===== config.mk =====
export PLATFORM = sky130hd
export DESIGN_NAME = ntc_div
export DESIGN_NICKNAME = d
export VERILOG_FILES = /design/src/design/ntc_b_equation_temperature_unit_macros.svh /design/src/design/ntc_div.sv
export SDC_FILE = /design/constraint.sdc
export NUM_CORES = 1
export LEC_CHECK = 0
export BUFFER_PORTS_ARGS = -buffer_cell sky130_fd_sc_hd__buf_2
export CORE_AREA = 2 2 125 127
export DETAILED_ROUTE_END_ITERATION = 16
export DIE_AREA = 0 0 127 129
export GPL_TIMING_DRIVEN = 0
export PLACE_DENSITY = 0.6
export SLEW_MARGIN = 10
export SYNTH_ARGS = -nofsm -noshare
export SYNTH_HDL_FRONTEND = slang
export SYNTH_SLANG_ARGS = --single-unit

===== constraint.sdc =====
create_clock -name clock -period 3.2 [get_ports clock]
set_clock_uncertainty 0.15 [all_clocks]
set_input_delay 0 -clock clock [delete_from_list [all_inputs] [get_ports clock]]
set_output_delay 0 -clock clock [all_outputs]
set_load 0.01 [all_outputs]

===== src/design/ntc_b_equation_temperature_unit_macros.svh =====
// Assertion helpers used by the temperature unit design file.
`ifndef NTC_B_EQUATION_TEMPERATURE_UNIT_MACROS_SVH
`define NTC_B_EQUATION_TEMPERATURE_UNIT_MACROS_SVH
`ifndef ASSERT_OFF
`define NTC_ASSERT_NOW(lbl, clk, rst, ante, cons, msg) \
   lbl: assert property (@(posedge clk) disable iff (rst) (ante) |-> (cons)) else $error(msg);
`define NTC_ASSERT_NEXT(lbl, clk, rst, ante, cons, msg) \
   lbl: assert property (@(posedge clk) disable iff (rst) (ante) |=> (cons)) else $error(msg);
`else
`define NTC_ASSERT_NOW(lbl, clk, rst, ante, cons, msg)
`define NTC_ASSERT_NEXT(lbl, clk, rst, ante, cons, msg)
`endif
`endif


===== src/design/ntc_div.sv =====
module ntc_div #(
   parameter int N = 8,
   parameter int D = 8,
   parameter int Q = 8
) (
   input  logic         clock,
   input  logic         en,
   input  logic [N-1:0] num,
   input  logic [D-1:0] den,
   output logic [Q-1:0] quo
);
   logic [N-1:0] rem_ff [Q];
   logic [D-1:0] den_ff [Q];
   logic [Q-1:0] quo_ff [Q+1];

   always_ff @(posedge clock) begin
      if (en) begin
         rem_ff[0] <= num;
         den_ff[0] <= den;
         quo_ff[0] <= '0;
      end
   end

   for (genvar s = 0; s < Q; s++) begin : g_bit
      logic [N+D-1:0] sh;
      logic ge;
      assign sh = (N+D)'(den_ff[s]) << (Q - 1 - s);
      assign ge = (N+D)'(rem_ff[s]) >= sh;
      always_ff @(posedge clock) begin
         if (en) begin
            quo_ff[s+1] <= quo_ff[s] | (ge ? (Q'(1) << (Q - 1 - s)) : Q'(0));
         end
      end
      if (s < Q - 1) begin : g_pass
         always_ff @(posedge clock) begin
            if (en) begin
               rem_ff[s+1] <= ge ? rem_ff[s] - sh[N-1:0] : rem_ff[s];
               den_ff[s+1] <= den_ff[s];
            end
         end
      end
   end

   assign quo = quo_ff[Q];
endmodule

==> flow_summary.toml, run 1 <==
[critical_path]
endpoint_kind = "flop"
r2r_start = "rem_ff[1][10]"
critPathArrivalTime_ns = 2.58
reg2reg_to = "rem_ff[1][22]"
required_ns = 3.19
worstSetupStartpoint = "rem_ff[1][10]"
worstRegToRegCells = 9
crit_end = "rem_ff[1][22]"
reg2reg_slack_ns = 0.61
cp_max_fo = 10
critPathKind = "flop to flop"
cp-start-kind = "flop"

[cells_and_area]
drive_above_1_share_pct = 14.1
final_nets = 518
num-fill-cells = 1246
insertedDiodeCount = 0
final_cells = 657
syn2layout_area_growth_pct = 16.3

[routing]
dr.first_iter.drc_count = 174
num_vias = 3304
wl_per_cell_microns = 14.2
first_pass_iters = 4
wl_mm = 9.30
via_per_inst = 5.03
post-route-drc-count = 0
ant_nets = 0

[timing]
hold_viol_final = 0
relSlewSlack_pct = 56.7
period_needed_ns = 2.59
drv_slew = 0
final.period_utilization_pct = 80.9
finalSetupViolations = 0
fmax_mhz = 386
tightest_slew_ns = 0.647
fin_setup_tns_ns = 0
rsz0062_at_grt = "no"

[placed_design]
placed_cells = 610
post-dp-hpwl_mm = 6.13
portBuffers = 25
gp_congestion = 0.901

[die]
dieArea_sq_um = 16400
die_y_microns = 129
coreArea_sq_um = 15000
initial_core_util_pct = 44.7
die_w_microns = 127
io_pins = 26
placementRows = 45

[clocking]
cts_buffers = 17
cts_root_buf = "clkbuf_16"
hold_buffers = 17
cts_tree = "yes"
htreeDepth = 4
clock_path_buffers = 2
cts_setup_buffers = 0
clkSlewWorstSetupHoldPaths_ns = 0.06
clkLatencyLatePin_ns = 0.41
cts_resized = 0
cts.sinks = 164

[synthesis]
ys_seq_elements = 164
synth_cell_types = 45
synth_cells = 396
netlist_top_cells_area = "edfxtp_1 (74%), ha_1 (6.7%), inv_1 (2.7%), fa_1 (1.8%), mux2i_1 (1.6%)"
ys.flop_type = "edfxtp_1"
avgSynthCellArea_sq_um = 16.9
yosysTopAreaCellShare_pct = 73.6
syn-num-nets = 456
synth_warnings = 0
synth.most_common_cell = "edfxtp_1"
synth_area_leader_cell = "edfxtp_1"
ys_seq_area_share_pct = 73.6
synth_area_sq_um = 6700
ys_top_cells_by_count = "edfxtp_1 (164), inv_1 (49), ha_1 (36)"
synth_edf_count = 164
synth_async_sr_flop_share_pct = 0

[flow_run]
max-cap-violations = 0

[global_routing]
grt_antenna_before_repair = 0
track_usage_pct = 12.5
use_met1_pct = 11.5
grt_pass1_vias = 3466
grt_remaining_overflow = 0
grt_busiest_layer = "met2"
grtUsageMet3_pct = 4.62
grt_max_degree = 103
met2_usage_pct = 24.5
grt_pass1_wl_mm = 15.5

[min_path]
hp-class = "primary input to flop"

[pwr]
pwr-share-comb_pct = 7.6
p_sw_mw = 1.02
seq_power_share_pct = 54.3
power_density_nw_per_um2 = 613
leakage_nw = 2.97
pwr-share-clk_pct = 38.0
p_int_mw = 3.76
netSwitchingFraction_pct = 21.3
peakVddDrop_mv = 0.389

[outcome]
status = "finished, final reports clean"
-- placed cells by master (no fill, tap or decap), types with 2 or more instances in the layout --
| cell type | count |
|---|---|
| a211oi_1 | 2 |
| a21boi_0 | 2 |
| a21o_1 | 4 |
| a21oi_1 | 14 |
| a41o_1 | 2 |
| and4b_1 | 2 |
| buf_2 | 26 |
| clkbuf_1 | 5 |
| clkbuf_16 | 17 |
| clkinvlp_4 | 5 |
| dlygate4sd3_1 | 17 |
| edfxtp_1 | 164 |
| fa_1 | 6 |
| ha_1 | 36 |
| inv_1 | 49 |
| mux2_2 | 8 |
| mux2i_1 | 11 |
| nand2_1 | 10 |
| nand2b_1 | 5 |
| nand3_1 | 2 |
| nand4_1 | 2 |
| nor2_1 | 9 |
| nor2b_1 | 8 |
| nor3_1 | 2 |
| nor3b_1 | 3 |
| nor4_1 | 4 |
| o211ai_1 | 2 |
| o21a_1 | 3 |
| o21ai_0 | 12 |
| o31a_1 | 3 |
| o31ai_1 | 2 |
| o41ai_1 | 2 |
| or4_1 | 2 |
| xnor2_1 | 8 |
-- sequential cells by signal (all words and copies together), names as in the netlist --
name    cells
quo_ff     36
rem_ff     64
den_ff     64
-- logic make-up (layout without fill, tap and decap cells) --
kind of cell	Yosys count	after routing	share of synthesized area [%]
multiplexers	20	20	3.21
AO/OA/AOI/OAI	55	55	5.77
flip-flops	164	164	73.6
XOR/XNOR	9	9	1.18
AND/OR/NAND/NOR	54	54	4.80
buffers and inverters	52	125	2.95
adder cells (fa/ha/maj)	42	42	8.52
-- critical path: stages (launching register included) --
cell and delay, ns:
edfxtp_1 0.38, inv_1 0.07, ha_1 0.16, inv_1 0.06
fa_1 0.43, nand3_1 0.12, a21oi_1 0.06, o21ai_0 0.36
clkbuf_1 0.38, o21ai_0 0.16
-- worst min-delay path by stage --
stage            from            to  slack [ns]  cells after the start
6_report       den[4]  den_ff[0][4]        0.14                      2
4_1_cts        num[1]  rem_ff[0][1]        0.12                      2
2_1_floorplan  den[0]  den_ff[0][0]       -0.05                      0
5_1_grt        num[5]  rem_ff[0][5]        0.13                      2
3_3_place_gp   den[6]  den_ff[0][6]        0.03                      1
3_5_place_dp   num[3]  rem_ff[0][3]        0.03                      1
-- metrics by stage --
stage / worst slack, ns / instance area (sq um) / hold WS (ns) / util, % / power [mW]
6_report: 0.611 / 7790 / 0.141 / 52.0 / 4.77
5_1_grt: 0.465 / 7790 / 0.130 / 52.0 / 4.97
4_1_cts: 0.624 / 7790 / 0.115 / 52.0 / 4.83
3_5_place_dp: 0.632 / 7090 / 0.0281 / 47.4 / 2.99
3_3_place_gp: 0.0765 / 7060 / 0.0268 / 47.1 / 2.97
2_1_floorplan: 0.873 / 6700 / -0.0511 / - / 2.85
-- metal layers --
metal	wire length, microns	vias to the layer above
met4	197	0
met5	0	-
met1	3400	1612
met3	297	18
li1	-	1619
met2	5400	55
-- power by group through the flow --
stage / clock, mW / sequential [mW] / combinational [mW]
6_report: 1.82 / 2.59 / 0.364
4_1_cts: 1.86 / 2.59 / 0.371
3_5_place_dp: 0 / 2.64 / 0.353
2_1_floorplan: 0 / 2.62 / 0.229
5_1_grt: 1.95 / 2.61 / 0.415
3_3_place_gp: 0 / 2.64 / 0.330
-- cell type report --
cell class	instances	area [sq um]	area share [%]
clock buffers	21	440	5.65
well taps	188	235	3.02
plain buffers	3	13.8	0.177
multi-input cells	180	1570	20.2
clock inverters	9	85.1	1.09
inverters	49	184	2.36
repair buffers	43	333	4.27
flip-flops and latches	164	4920	63.2
No activity file was read; power rests on OpenSTA's default activity.
==> inputs of run 2 (changes only) <==
clock period = 2.5 ns   (was 3.2 ns; I/O delays follow)
==> run 2 against run 1 <==
Compared with the run above: final area up 0.67%; worst hold slack worse by 0.0027 ns; non-clock buffer count up 2; register-to-register slack worse by 0.49 ns; sequential share of layout area down 0.42 points; critical path depth down 2; sequential cell count unchanged; combinational power up 32%; worst setup slack worse by 0.49 ns; core utilization up 0.35 points; clock power up 27%; die area unchanged; largest power group unchanged.
==> flow_summary.toml, run 2 (same netlist as run 1, synthesis figures left out) <==
[outcome]
status = "finished, final reports clean"

[clocking]
cts_buffers = 17
clkSlewWorstSetupHoldPaths_ns = 0.06
clock_path_buffers = 2
htreeDepth = 4
clkLatencyLatePin_ns = 0.42
cts_root_buf = "clkbuf_16"
cts.sinks = 164
cts_tree = "yes"

[placed_design]
placed_cells = 610
portBuffers = 25
post-dp-hpwl_mm = 6.13
gp_congestion = 0.901

[global_routing]
grt_max_degree = 103
track_usage_pct = 12.5
grt_pass1_wl_mm = 15.4
grt_pass1_vias = 3458
grt_antenna_before_repair = 0
grt_remaining_overflow = 0

[pwr]
power_density_nw_per_um2 = 781
p_sw_mw = 1.31
pwr-share-clk_pct = 37.9
pwr-share-comb_pct = 7.8
leakage_nw = 2.99
netSwitchingFraction_pct = 21.3
p_int_mw = 4.82
seq_power_share_pct = 54.2
peakVddDrop_mv = 0.493

[die]
dieArea_sq_um = 16400
io_pins = 26
die_w_microns = 127
die_y_microns = 129
initial_core_util_pct = 44.7
placementRows = 45
coreArea_sq_um = 15000

[cells_and_area]
drive_above_1_share_pct = 15.7
mostFrequentLayoutCells = "edfxtp_1 (164), inv_1 (49), ha_1 (36)"
final_nets = 520
syn2layout_area_growth_pct = 17.1
insertedDiodeCount = 0
reg_top3 = "den_ff (64), rem_ff (64), quo_ff (36)"
layout_commonest_cell = "edfxtp_1"
final_cells = 659

[routing]
dr.first_iter.drc_count = 170
wl_per_cell_microns = 14.3
via_per_inst = 5.05
num_vias = 3330
post-route-drc-count = 0
ant_nets = 0
first_pass_iters = 4
wl_mm = 9.42

[critical_path]
reg2reg_slack_ns = 0.12
critPathKind = "flop to flop"
reg2reg_to = "rem_ff[1][27]"
required_ns = 2.51
cp_max_fo = 9
r2r_start = "den_ff[1][16]"
cp-start-kind = "flop"
worstRegToRegCells = 7
critPathArrivalTime_ns = 2.39
endpoint_kind = "flop"

[min_path]
hold_end = "den_ff[0][4]"
hold_depth = 2
hp-class = "primary input to flop"
holdCritStartpoint = "den[4]"

[timing]
holdWs_ns = 0.139
final.period_utilization_pct = 95.2
fin_setup_tns_ns = 0
finalSetupViolations = 0
drv_slew = 0
period_needed_ns = 2.38
tightest_slew_ns = 0.518
hold_viol_final = 0
relSlewSlack_pct = 65.4
fmax_mhz = 420

[flow_run]
max-cap-violations = 0
-- run 2: per-stage QoR --
step	worst slack, ns	util [%]	power (mW)	instance area [sq um]
floorplan	0.173	-	3.65	6700
global placement	-0.624	47.1	3.80	7060
detailed placement	-0.0678	47.4	3.83	7090
CTS	0.0262	52.1	6.18	7800
global route	-0.00789	52.4	6.38	7840
finish	0.119	52.4	6.12	7840
-- run 2: worst max path at each step --
stage | cells after the start | slack, ns | to | startpoint
6_report | 7 | 0.12 | rem_ff[1][27] | den_ff[1][16]
5_1_grt | 7 | -0.008 | rem_ff[1][6] | rem_ff[0][30]
4_1_cts | 7 | 0.03 | rem_ff[1][29] | den_ff[1][16]
3_3_place_gp | 1 | -0.62 | quo_ff[4][1] | en
3_5_place_dp | 9 | -0.07 | rem_ff[1][22] | rem_ff[1][10]
2_1_floorplan | 7 | 0.17 | rem_ff[1][27] | den_ff[1][16]
-- run 2: timing repair --
| action | 4_1_cts | 5_1_grt |
|---|---|---|
| setup endpoints to repair | 7 | 12 |
| resized for setup | 3 | 7 |
| buffers inserted | 0 | 2 |
| pin swaps | 0 | 1 |
| hold buffers | 17 | 0 |
| endpoints found under the hold margin | 78 | 0 |
-- run 2: final cells by class --
| cell class | instances | area [sq um] |
|---|---|---|
| plain buffers | 3 | 20.0 |
| clock buffers | 21 | 440 |
| clock inverters | 9 | 85.1 |
| fillers | 1246 | 7140 |
| inverters | 49 | 184 |
| multi-input cells | 180 | 1600 |
| flip-flops and latches | 164 | 4920 |
| well taps | 188 | 235 |
| repair buffers | 45 | 348 |
-- run 2: power by group through the flow --
stage	Sequential [mW]	Clock (mW)	Combinational, mW
floorplan	3.36	0	0.293
global placement	3.38	0	0.423
detailed placement	3.38	0	0.452
CTS	3.32	2.38	0.477
global route	3.34	2.50	0.545
finish	3.32	2.32	0.480
-- run 2: critical path, stage by stage (launching register included) --
cell and delay (ns):
edfxtp_1 0.39, ha_1 0.23, fa_2 0.37, nand2b_4 0.16, a21oi_2 0.17, o31a_1 0.15
buf_4 0.17, mux2_2 0.35
-- run 2: metal layers --
metal  vias to the layer above  GRT usage, %  part of all wire, %
li1                       1619             -                    -
met1                      1633          11.5                   37
met2                        58          24.5                   58
met3                        20          4.62                  3.1
met4                         0          5.43                  2.1
met5                         -             0                    0
==> inputs of run 3 (changes only) <==
ABC_AREA = 1   (was unset)
CORE_AREA = 2 2 129 131   (was 2 2 125 127)
DIE_AREA = 0 0 131 133   (was 0 0 127 129)
PLACE_DENSITY = 0.59   (was 0.6)
==> run 3 against run 2 <==
Compared with the run above: combinational power up 16%; worst hold slack worse by 0.0037 ns; synthesized cell count up 39%; final area up 4.3%; wire length up 9.2%; sequential power about the same; global-route usage up 0.58 points; area after synthesis up 5.3%; sequential share of layout area down 2.6 points; worst setup slack better by 0.013 ns; fmax up 0.57%; highest routed layer unchanged.
==> flow_summary.toml, run 3 <==
[die]
coreArea_sq_um = 16200
io_pins = 26
die_w_microns = 131
initial_core_util_pct = 43.6
dieArea_sq_um = 17400
die_y_microns = 133
placementRows = 47

[cells_and_area]
final_cells = 845
layout_commonest_cell = "edfxtp_1"
insertedDiodeCount = 0
final_nets = 674
reg_top3 = "den_ff (64), rem_ff (64), quo_ff (36)"
mostFrequentLayoutCells = "edfxtp_1 (164), nand2_1 (116), inv_1 (93)"
drive_above_1_share_pct = 11.4
syn2layout_area_growth_pct = 16.1

[global_routing]
grt_max_degree = 100
grt_antenna_before_repair = 0
track_usage_pct = 13.1
grt_pass1_vias = 4050
grt_pass1_wl_mm = 17.2
grt_remaining_overflow = 0

[synthesis]
ys_seq_area_share_pct = 69.9
synth_edf_count = 164
synth_area_leader_cell = "edfxtp_1"
ys.flop_type = "edfxtp_1"
synth.most_common_cell = "edfxtp_1"
syn-num-nets = 612
avgSynthCellArea_sq_um = 12.8
ys_top_cells_by_count = "edfxtp_1 (164), nand2_1 (116), inv_1 (93)"
yosysTopAreaCellShare_pct = 69.9
netlist_top_cells_area = "edfxtp_1 (70%), ha_1 (6.4%), nand2_1 (6.2%), inv_1 (5.0%), nor2_1 (2.1%)"
synth_cells = 552
synth_cell_types = 25
synth_async_sr_flop_share_pct = 0
ys_seq_elements = 164
synth_area_sq_um = 7050
synth_warnings = 0

[pwr]
p_sw_mw = 1.39
p_int_mw = 4.82
finalPower_mw = 6.21
pwr-share-comb_pct = 9.0
leakage_nw = 3.43
peakVddDrop_mv = 0.826
netSwitchingFraction_pct = 22.4
seq_power_share_pct = 53.6
power_density_nw_per_um2 = 760
pwr-share-clk_pct = 37.5

[clocking]
cts_root_buf = "clkbuf_16"
cts_setup_buffers = 0
cts_resized = 0
cts_tree = "yes"
cts.sinks = 164
clkLatencyLatePin_ns = 0.42
cts_buffers = 17
clkSlewWorstSetupHoldPaths_ns = 0.06
htreeDepth = 4
clock_path_buffers = 2

[outcome]
status = "finished, final reports clean"

[placed_design]
dp_slack_ns = 0.165
portBuffers = 25
gp_congestion = 0.927
post-dp-hpwl_mm = 6.81
placed_cells = 798

[critical_path]
slowest_stage = "fa_1"
critPathBufInv = 3
endpoint_kind = "flop"
cp_max_fo = 10
crit_path_max_incr_delay_ns = 0.42
cp-start-kind = "flop"
path_common_cell = "nand3_1"
critPathKind = "flop to flop"
required_ns = 2.52
critPathArrivalTime_ns = 2.39
crit_chain = "inv_1 -> ha_1 -> inv_1 -> fa_1 -> nand3_1 -> nand3_1 -> nand2_1 -> nand3_1 -> buf_6 -> nand3_1 -> nand2_1"
path_delay_family = "simple AND/OR/NAND/NOR gates"

[timing]
rsz0062_at_grt = "no"
finalSetupViolations = 0
period_needed_ns = 2.37
tightest_slew_ns = 0.540
fmax_mhz = 422
hold_viol_final = 0
fin_setup_tns_ns = 0
worst_slack_ns = 0.133
holdWs_ns = 0.135
final.period_utilization_pct = 94.7
drv_slew = 0
relSlewSlack_pct = 63.9

[routing]
via_per_inst = 4.71
wl_met1_mm = 3.74
post-route-drc-count = 0
ant_nets = 0
num_vias = 3976
wl_mm = 10.3
dr.first_iter.drc_count = 265
wl_met2_mm = 5.94
first_pass_iters = 6
wl_met3_microns = 377
wl_per_cell_microns = 12.2
highest_layer = "met4"

[flow_run]
max-cap-violations = 0

[min_path]
hp-class = "primary input to flop"
[run 3: cell count changes after synthesis, sizes merged, moves of 6 or more]
cell | before | now
nor2 | 9 | 40
nand4 | 2 | 16
mux2 | 9 | 0
inv | 49 | 93
o21ai | 12 | 18
nand3 | 2 | 23
nand2 | 10 | 117
mux2i | 11 | 0
nor2b | 8 | 1
[run 3: metrics by stage]
stage          util (%)  area (sq um)
6_report           50.6          8180
5_1_grt            50.6          8180
4_1_cts            50.6          8180
3_5_place_dp       46.3          7490
3_3_place_gp       46.1          7450
2_1_floorplan         -          7050
[run 3: area by class of cell]
cell class | instances | area, sq um
fillers | 1405 | 7990
flip-flops and latches | 164 | 4920
multi-input cells | 293 | 1750
clock buffers | 20 | 437
inverters | 93 | 349
repair buffers | 43 | 333
well taps | 220 | 275
clock inverters | 10 | 87.6
plain buffers | 2 | 22.5
[run 3: kinds of logic after synthesis]
kind of cell | share of synthesized area, %
buffers and inverters | 5.27
XOR/XNOR | 0.994
AND/OR/NAND/NOR | 13.2
AO/OA/AOI/OAI | 2.54
flip-flops | 69.9
adder cells (fa/ha/maj) | 8.10
[run 3: worst paths after layout]
| kind | from | to | slack, ns | cells after the start |
|---|---|---|---|---|
| worst max-delay path | rem_ff[1][10] | rem_ff[1][23] | 0.13 | 11 |
| worst min-delay path | den[0] | den_ff[0][0] | 0.14 | 2 |
| worst max register to register | rem_ff[1][10] | rem_ff[1][23] | 0.13 | 11 |
| worst min register to register | quo_ff[3][11] | quo_ff[4][3] | 0.27 | 0 |
[run 3: power groups by stage]
stage	combinational (mW)	sequential (mW)	clock [mW]
after global routing	0.641	3.35	2.51
after global placement	0.505	3.39	0
after detailed placement	0.536	3.39	0
final	0.556	3.33	2.33
after floorplan	0.365	3.37	0
after CTS	0.562	3.33	2.38
[run 3: timing repair]
action | CTS | global route
setup endpoints to repair | 0 | 0
endpoints found under the hold margin | 81 | 0
hold buffers | 17 | 0
[run 3: metal layers]
layer / global-route usage (%) / vias up
met5: 0 / -
met3: 5.22 / 14
met2: 24.8 / 63
li1: - / 2001
met1: 11.8 / 1898
met4: 6.15 / 0
